--- src/sv/utf8_to_ucs2_decoder_assert.svh ---
`ifndef UTF8_TO_UCS2_DECODER_ASSERT_SVH
`define UTF8_TO_UCS2_DECODER_ASSERT_SVH

// Same-cycle implication, checked while out of reset.
`define U8U2_ASSERT_NOW(label, ante, cons, msg) \
  label: assert property (@(posedge clk) disable iff (!rst_n) (ante) |-> (cons)) \
    else $error(msg);

// Next-cycle implication, checked while out of reset.
`define U8U2_ASSERT_NEXT(label, ante, cons, msg) \
  label: assert property (@(posedge clk) disable iff (!rst_n) (ante) |=> (cons)) \
    else $error(msg);

`endif

--- src/sv/u8u2_pkg.sv ---
`default_nettype none

package u8u2_pkg;

  localparam logic [1:0] ST_CHAR     = 2'd0;
  localparam logic [1:0] ST_BAD_LEAD = 2'd1;
  localparam logic [1:0] ST_TRUNC    = 2'd2;

  localparam logic [1:0] PEND_NONE = 2'd0;
  localparam logic [1:0] PEND_ONE  = 2'd1;
  localparam logic [1:0] PEND_TWO  = 2'd2;

  typedef struct packed {
    logic [7:0] in_byte;
    logic       end_of_string;
  } in_item_t;

  typedef struct packed {
    logic [15:0] code_unit;
    logic [1:0]  status;
    logic        last;
  } out_item_t;

  typedef struct packed {
    logic [15:0] partial_value;
    logic [1:0]  bytes_pending;
    logic        dropping;
  } dec_state_t;

endpackage

`default_nettype wire

--- src/sv/u8u2_dec.sv ---
`default_nettype none

module u8u2_dec
  import u8u2_pkg::*;
(
  input  wire dec_state_t cur,
  input  wire in_item_t   item,
  output dec_state_t      nxt,
  output logic            res_vld,
  output out_item_t       res
);

  logic [7:0]  b;
  logic        eos;
  logic [15:0] shifted;
  logic [1:0]  pend_dec;

  assign b        = item.in_byte;
  assign eos      = item.end_of_string;
  assign shifted  = {cur.partial_value[9:0], b[5:0]};
  assign pend_dec = cur.bytes_pending - 2'd1;

  always_comb begin
    nxt     = cur;
    res_vld = 1'b0;
    res     = '0;
    if (cur.dropping) begin
      if (eos) begin
        nxt = '0;
      end
    end else if (cur.bytes_pending != PEND_NONE) begin
      if (pend_dec == PEND_NONE) begin
        nxt.partial_value = '0;
        nxt.bytes_pending = PEND_NONE;
        res_vld           = 1'b1;
        res.code_unit     = shifted;
        res.status        = ST_CHAR;
        res.last          = eos;
      end else if (eos) begin
        nxt        = '0;
        res_vld    = 1'b1;
        res.status = ST_TRUNC;
        res.last   = 1'b1;
      end else begin
        nxt.partial_value = shifted;
        nxt.bytes_pending = pend_dec;
      end
    end else begin
      case (b) inside
        8'b0???????: begin
          res_vld       = 1'b1;
          res.code_unit = {8'h00, b};
          res.status    = ST_CHAR;
          res.last      = eos;
        end
        8'b110?????: begin
          if (eos) begin
            nxt        = '0;
            res_vld    = 1'b1;
            res.status = ST_TRUNC;
            res.last   = 1'b1;
          end else begin
            nxt.partial_value = {11'd0, b[4:0]};
            nxt.bytes_pending = PEND_ONE;
          end
        end
        8'b1110????: begin
          if (eos) begin
            nxt        = '0;
            res_vld    = 1'b1;
            res.status = ST_TRUNC;
            res.last   = 1'b1;
          end else begin
            nxt.partial_value = {12'd0, b[3:0]};
            nxt.bytes_pending = PEND_TWO;
          end
        end
        default: begin
          nxt          = '0;
          nxt.dropping = !eos;
          res_vld      = 1'b1;
          res.status   = ST_BAD_LEAD;
          res.last     = 1'b1;
        end
      endcase
    end
  end

endmodule

`default_nettype wire

--- src/sv/utf8_to_ucs2_decoder.sv ---
// Streaming UTF-8 to UCS-2 decoder. Bytes enter on the in_ channel, one per
// transfer, with end_of_string set on the final byte of each string; each
// completed one-, two- or three-byte sequence leaves as one 16-bit code unit
// on the out_ channel, and invalid lead bytes and strings that end inside a
// sequence give an error result with last set. The block takes one byte per
// clock when the output is not stalled. A byte is held in an input register,
// decoded in a single pass against the sequence state, and any result it
// completes is registered in the output register that drives out_valid and
// out_data. An output stall holds the input register and stalls the input
// while that register holds a byte.
`default_nettype none
`include "utf8_to_ucs2_decoder_assert.svh"

module utf8_to_ucs2_decoder
  import u8u2_pkg::*;
(
  input  wire logic      clk,
  input  wire logic      rst_n,
  input  wire logic      in_valid,
  output logic           in_stall,
  input  wire in_item_t  in_data,
  output logic           out_valid,
  input  wire logic      out_stall,
  output out_item_t      out_data
);

  logic       s1_valid_r, s1_valid_nxt;
  in_item_t   s1_item_r;
  dec_state_t state_r, state_nxt;
  logic       out_valid_r, out_valid_nxt;
  out_item_t  out_item_r;
  logic       advance;
  logic       fire;
  dec_state_t dec_nxt;
  logic       res_vld;
  out_item_t  res;

  assign advance  = !out_valid_r || !out_stall;
  assign in_stall = s1_valid_r && !advance;
  assign fire     = s1_valid_r && advance;

  u8u2_dec u_dec (
    .cur     (state_r),
    .item    (s1_item_r),
    .nxt     (dec_nxt),
    .res_vld (res_vld),
    .res     (res)
  );

  always_comb begin
    s1_valid_nxt  = in_stall ? s1_valid_r : in_valid;
    state_nxt     = fire ? dec_nxt : state_r;
    out_valid_nxt = advance ? (s1_valid_r && res_vld) : out_valid_r;
  end

  always_ff @(posedge clk) begin
    if (!rst_n) begin
      s1_valid_r  <= 1'b0;
      state_r     <= '0;
      out_valid_r <= 1'b0;
    end else begin
      s1_valid_r  <= s1_valid_nxt;
      state_r     <= state_nxt;
      out_valid_r <= out_valid_nxt;
    end
  end

  always_ff @(posedge clk) begin
    if (!in_stall) begin
      s1_item_r <= in_data;
    end
    if (fire && res_vld) begin
      out_item_r <= res;
    end
  end

  assign out_valid = out_valid_r;
  assign out_data  = out_item_r;

  `U8U2_ASSERT_NOW(a_pend_range, 1'b1, state_r.bytes_pending != 2'd3,
    "bytes_pending reached an impossible count")
  `U8U2_ASSERT_NOW(a_drop_excl, state_r.dropping, state_r.bytes_pending == PEND_NONE,
    "dropping while a sequence is pending")
  `U8U2_ASSERT_NOW(a_err_last, out_valid_r && (out_item_r.status != ST_CHAR),
    out_item_r.last && (out_item_r.code_unit == 16'd0),
    "error result without last or with a nonzero code unit")
  `U8U2_ASSERT_NEXT(a_eos_clear, fire && s1_item_r.end_of_string,
    state_r.bytes_pending == PEND_NONE && !state_r.dropping,
    "state not cleared after end of string")

endmodule

`default_nettype wire
--- config.mk ---
export PLATFORM = sky130hd
export DESIGN_NAME = utf8_to_ucs2_decoder
export DESIGN_NICKNAME = d
export VERILOG_FILES = /design/src/sv/u8u2_pkg.sv /design/src/sv/u8u2_dec.sv /design/src/sv/utf8_to_ucs2_decoder.sv
export VERILOG_INCLUDE_DIRS = /design/src /design/src/sv
export SDC_FILE = /design/constraint.sdc
export NUM_CORES = 1
export LEC_CHECK = 0
export BUFFER_PORTS_ARGS = -buffer_cell sky130_fd_sc_hd__buf_2
export CAP_MARGIN = 15
export CORE_MARGIN = 5
export CORE_UTILIZATION = 40
export DETAILED_ROUTE_END_ITERATION = 10
export GPL_TIMING_DRIVEN = 1
export SLEW_MARGIN = 25
export SYNTH_ARGS = -nofsm -noshare
export SYNTH_HDL_FRONTEND = slang
export SYNTH_SLANG_ARGS = --single-unit
--- constraint.sdc ---
create_clock -name clk -period 3 [get_ports clk]
set_clock_uncertainty 0.1 [all_clocks]
set_input_delay 0.3 -clock clk [delete_from_list [all_inputs] [get_ports clk]]
set_output_delay 0.3 -clock clk [all_outputs]
set_load 0.01 [all_outputs]
; ---- Word level (Yosys, flattened, before mapping)
; Cells that the tools add are included.
[classes]
addsub = 1
eq_ne = 3
reduce_logical = 13
muxes = 25
[ops]
columns = op, n
row1 = $mux 13, 5
row2 = $mux 12, 2
row3 = $mux 7, 3
row4 = $mux 19, 1
row5 = $mux 16, 1
row6 = $mux 3, 5
row7 = $mux 1, 7
row8 = $mux 6, 1
row9 = $eq 4x4->1 const B, 1
row10 = $logic_and 1x1->1, 4
row11 = $logic_not 1->1, 4
row12 = $eq 3x3->1 const B, 1
row13 = $reduce_and 3->1, 1
row14 = $reduce_bool 3->1, 1
row15 = $logic_not 2->1, 1
row16 = $ne 2x2->1 const B, 1
row17 = $reduce_bool 2->1, 1
row18 = $sub 2x1->2 const B, 1
row19 = $logic_or 1x1->1, 1
[word_totals]
word_cells = 52
input_bits = 13
out_inout_bits = 21
regBits = 43

; ---- Depth between registers and ports, before layout
[depth]
word_depth = 7
mapped_depth = 6
mapped_depth_nobuf = 5

; ---- Hierarchy
; Synthesis repeated with hierarchy kept, for this count alone.
[hier_totals]
cells_unflattened = 200
area_unflattened_um2 = 2218.4
[modules_own_cells]
columns = mod, n_inst, area_per_inst_um2, cells_per_inst, seq_area_each_um2
row1 = utf8_to_ucs2_decoder, 1, 1689.1, 120, 1261.2
row2 = u8u2_dec, 1, 529.3, 80, 0.0

; ---- Worst setup path after synthesis
; Ideal clock, no wire load.
[synth_timing]
path_type = flip-flop to flip-flop
start = register state_r[1] in the netlist's numbering
end = register out_item_r, in the netlist out_data[0], enable pin
arrival_time_ps = 1600
stages_incl_launch_ff = 7
slack_ps = 923
path_buffers = 1
t_required_ps = 2523
setup_time_ps = 377
period_less_slack_ps = 2077
path_cell_list = dfxtp_1 inv_1 ha_1 buf_2 and3_1 nand3_1 and3_1
[synth_via]
elab_chain_len = 6
word_cells_on_any_way = 7
cone_classes = 1 x add/sub / 3 x mux / 3 x reduce/logical
[synth_lines]
columns = item, line
row1 = "start, declared", utf8_to_ucs2_decoder.sv:29  ; dec_state_t state_r, state_nxt;
row2 = "start signal, assigned", utf8_to_ucs2_decoder.sv:63  ; state_r <= state_nxt;
row3 = $sub 2x1->2, u8u2_dec.sv:21  ; assign pend_dec = cur.bytes_pending - 2'd1;
row4 = $logic_not 2->1, u8u2_dec.sv:32  ; if (pend_dec == PEND_NONE) begin
row5 = $mux 1, u8u2_dec.sv:32
row6 = $mux 1 (*), u8u2_dec.sv:31  ; end else if (cur.bytes_pending != PEND_NONE) begin
row7 = $mux 1 (*), u8u2_dec.sv:27  ; if (cur.dropping) begin
row8 = $logic_and 1x1->1 (*), utf8_to_ucs2_decoder.sv:72  ; if (fire && res_vld) begin
row9 = "end signal, assigned", utf8_to_ucs2_decoder.sv:73  ; out_item_r <= res;
row10 = "end, declared", utf8_to_ucs2_decoder.sv:31  ; out_item_t out_item_r;
; Mark *: on every way between the ends. The rest lies on a longest branch, timed or not.
; A chain may end at the register's enable or synchronous reset.

; ---- Final worst setup path
[layout_timing]
start = register state_r[1] in the netlist's numbering
end = register out_item_r, in the netlist out_data[16], enable pin
; The elaborated chain is that of the path after synthesis.

==> impl_metrics.xml <==
<?xml version="1.0" encoding="UTF-8"?>
<metrics>
  <group name="cells_and_area">
    <metric name="nFillCells" unit="">385</metric>
    <metric name="diodes" unit="">0</metric>
    <metric name="syn_to_final_growth" unit="%">17.4</metric>
    <metric name="nNetsFinal" unit="">193</metric>
    <metric name="post_route_cells_drive_above_1_share" unit="%">25.8</metric>
  </group>
  <group name="synthesis">
    <metric name="postSynthCellCount" unit="">142</metric>
    <metric name="postSynthAreaPerCell" unit="µm²">12.6</metric>
    <metric name="synth_flop_cell" unit="">edfxtp_1</metric>
    <metric name="netlist_top_cells_count" unit="">28 x edfxtp_1, 16 x and2_1, 15 x dfxtp_1</metric>
    <metric name="synth_edf_count" unit="">28</metric>
    <metric name="synth_async_sr_flop_share" unit="%">0</metric>
    <metric name="postSynthNetCount" unit="">158</metric>
    <metric name="synthTopCellsByArea" unit="">edfxtp_1 47%, dfxtp_1 17%, and2_1 5.6%</metric>
    <metric name="synthesis.area" unit="µm²">1780</metric>
    <metric name="synthDistinctLibCells" unit="">35</metric>
    <metric name="yosysSeqAreaShare" unit="%">64.0</metric>
    <metric name="synth-seq-cells" unit="">43</metric>
    <metric name="synthDominantAreaCellType" unit="">edfxtp_1</metric>
    <metric name="yosysMostFrequentCell" unit="">edfxtp_1</metric>
    <metric name="yosysWarningCount" unit="">0</metric>
    <metric name="yosys.area.top_type_share" unit="%">47.2</metric>
  </group>
  <group name="job">
    <metric name="max-cap-violations" unit="">0</metric>
  </group>
  <group name="clocking">
    <metric name="post_cts_resize_count" unit="">0</metric>
    <metric name="numCtsBuffers" unit="">5</metric>
    <metric name="htree_levels" unit="">2</metric>
    <metric name="cts_setup_buffers" unit="">0</metric>
    <metric name="clock_insertion_delay_worst_skew" unit="ps">290</metric>
    <metric name="clock_tree_root_buffer_cell" unit="">clkbuf_8</metric>
    <metric name="postCtsHoldBufs" unit="">0</metric>
    <metric name="clk_pin_slew" unit="ps">80</metric>
    <metric name="tritoncts" unit="">yes</metric>
    <metric name="cts_buffer_depth" unit="">2</metric>
    <metric name="numClockSinks" unit="">43</metric>
  </group>
  <group name="critical_path">
    <metric name="timing.critical_path.from_type" unit="">flop</metric>
    <metric name="cpLargestDelayFamily" unit="">simple AND/OR/NAND/NOR gates</metric>
    <metric name="critical_path_arrival" unit="ps">2050</metric>
    <metric name="end_kind" unit="">flop</metric>
    <metric name="crit_path_max_fanout" unit="">19</metric>
    <metric name="cp.required" unit="ps">2930</metric>
    <metric name="critical_path.max_stage_delay" unit="ps">420</metric>
    <metric name="worst-r2r-setup-slack" unit="ps">880</metric>
    <metric name="path_class" unit="">reg -&gt; reg</metric>
    <metric name="crit_buf_inv" unit="">2</metric>
    <metric name="worst_path_cell_chain" unit="">inv_1, ha_1, nor2_1, a21oi_1, and3_1, buf_4</metric>
    <metric name="timing.critical_path.slowest_stage_cell" unit="">nor2_1</metric>
  </group>
  <group name="die">
    <metric name="fp.dieArea" unit="µm²">5890</metric>
    <metric name="floorplan.die.width" unit="µm">76.8</metric>
    <metric name="fp.coreArea" unit="µm²">4350</metric>
    <metric name="floorplan.io_pins" unit="">34</metric>
    <metric name="rows" unit="">24</metric>
    <metric name="initial_utilization" unit="%">40.9</metric>
    <metric name="floorplan.die.height" unit="µm">76.8</metric>
  </group>
  <group name="timing">
    <metric name="max-slew-margin-rel" unit="%">54.6</metric>
    <metric name="fmax" unit="MHz">472</metric>
    <metric name="slew_worst_pin" unit="ps">679</metric>
    <metric name="final_min_period_over_clock_period" unit="%">70.6</metric>
    <metric name="finalMaxSlewViolations" unit="">0</metric>
    <metric name="fin_crit" unit="ps">2120</metric>
    <metric name="setup_tns" unit="ps">0</metric>
    <metric name="timing_hold_violations_final" unit="">0</metric>
    <metric name="rsz0062_at_grt" unit="">false</metric>
    <metric name="hold_slack" unit="ps">80.5</metric>
    <metric name="setup_viol" unit="">0</metric>
  </group>
  <group name="global_routing">
    <metric name="grt.overflow.total" unit="">0</metric>
    <metric name="antenna_found_initial" unit="">0</metric>
    <metric name="grt_pass1_wl" unit="µm">5260</metric>
    <metric name="grt_max_degree" unit="">20</metric>
    <metric name="grt_resource_usage_total" unit="%">11.4</metric>
    <metric name="grt_pass1_vias" unit="">1095</metric>
  </group>
  <group name="drt">
    <metric name="totalWireLength" unit="µm">3140</metric>
    <metric name="wl_per_cell" unit="µm">13.6</metric>
    <metric name="drc" unit="">0</metric>
    <metric name="via_count" unit="">1150</metric>
    <metric name="first_iter_violations" unit="">70</metric>
    <metric name="drt-pass1-iter-count" unit="">4</metric>
    <metric name="viasPerCell" unit="">5.00</metric>
    <metric name="postRouteAntennaNets" unit="">0</metric>
  </group>
  <group name="placement">
    <metric name="place.port_buffers" unit="">33</metric>
    <metric name="gp_congestion" unit="">0.866</metric>
    <metric name="hpwlAfterDp" unit="µm">2280</metric>
  </group>
  <group name="pwr">
    <metric name="p_int" unit="µW">933</metric>
    <metric name="comb_power_share" unit="%">6.9</metric>
    <metric name="net-switching-power" unit="µW">244</metric>
    <metric name="power.density" unit="nW/µm²">562</metric>
    <metric name="vdd_drop_max" unit="mV">0.338</metric>
    <metric name="cellLeakagePower" unit="µW">0.000804</metric>
    <metric name="power.clock.fraction" unit="%">36.2</metric>
    <metric name="power.share.sequential" unit="%">56.9</metric>
    <metric name="power.switching_fraction" unit="%">20.8</metric>
  </group>
  <group name="status">
    <metric name="run_status" unit="">finished clean</metric>
  </group>
  <group name="worst_hold_path">
    <metric name="hp-class" unit="">in -&gt; reg</metric>
  </group>
</metrics>
stage by stage:
step | utilization, % | power [µW] | setup slack, ps | cells | area (µm²)
finish | 48.1 | 1180 | 881 | 230 | 2090
global route | 48.1 | 1230 | 743 | 230 | 2090
CTS | 48.1 | 1190 | 877 | 230 | 2090
detailed placement | 45.6 | 766 | 897 | 222 | 1990
global placement | 45.6 | 764 | 954 | 222 | 1990
floorplan | - | 733 | 923 | 142 | 1780
sequential cells by signal, summed over array words and instances (netlist names):
name and flops:
out_valid 1, s1_valid_r 1, s1_item_r 9, state_r 13, out_data 19
final timing paths:
path                             startpoint           end  cells after the start
worst max-delay path             state_r[1]  out_data[16]                      6
worst min-delay path             in_data[6]  s1_item_r[6]                      1
worst min register to register  state_r[11]   state_r[11]                      2
worst max register to register   state_r[1]  out_data[16]                      6
power by group through the flow:
stage	combinational, µW	sequential [µW]	clock [µW]
detailed placement	82.6	683	0
floorplan	46.9	686	0
global route	89.9	673	467
finish	81.3	669	426
CTS	83.0	670	441
global placement	81.7	682	0
cell families after synthesis:
group	Yosys count	synth area share (%)
adder cells (fa/ha/maj)	3	2.11
buffers and inverters	10	2.81
flip-flops	43	64.0
multiplexers	7	3.93
AND/OR/NAND/NOR	58	17.9
AO/OA/AOI/OAI	21	9.26
area by class of cell:
cell class / instances / area, µm² / share of cell area, %
flip-flops and latches: 43 / 1140 / 54.5
clock inverters: 3 / 38.8 / 1.85
clock buffers: 5 / 68.8 / 3.29
repair buffers: 34 / 173 / 8.25
well taps: 52 / 65.1 / 3.11
multi-input cells: 89 / 592 / 28.3
inverters: 4 / 15.0 / 0.717
metal layers:
layer  track usage [%]  wire length, µm  vias to the layer above
li1                  -                -                      580
met1              14.0             1280                      534
met2              18.1             1600                       31
met3              4.22              210                        5
met4              4.72               52                        0
met5                 0                0                        -
cell usage in the layout, fill, tap and decap left out, types with 2 or more instances in the layout:
master,Yosys,layout
buf_2,4,33
edfxtp_1,28,28
and2_1,16,16
dfxtp_1,15,15
nand2_1,14,14
nand3_1,11,11
mux2i_1,7,7
a21oi_1,5,5
clkbuf_8,0,5
inv_1,4,4
o22ai_1,4,4
and3_1,3,3
nor2_1,3,3
ha_1,3,3
nand3b_1,2,2
nand2b_1,2,2
o21ai_0,2,2
worst reg2reg max path: cells and delay by family (launching register included):
family          cells  cell delay [ps]
simple gates        2              620
compound gates      1              150
fa+ha+maj           1              300
flops               1              410
buf+inv             2              280
Power figures use the tool's default switching activity.
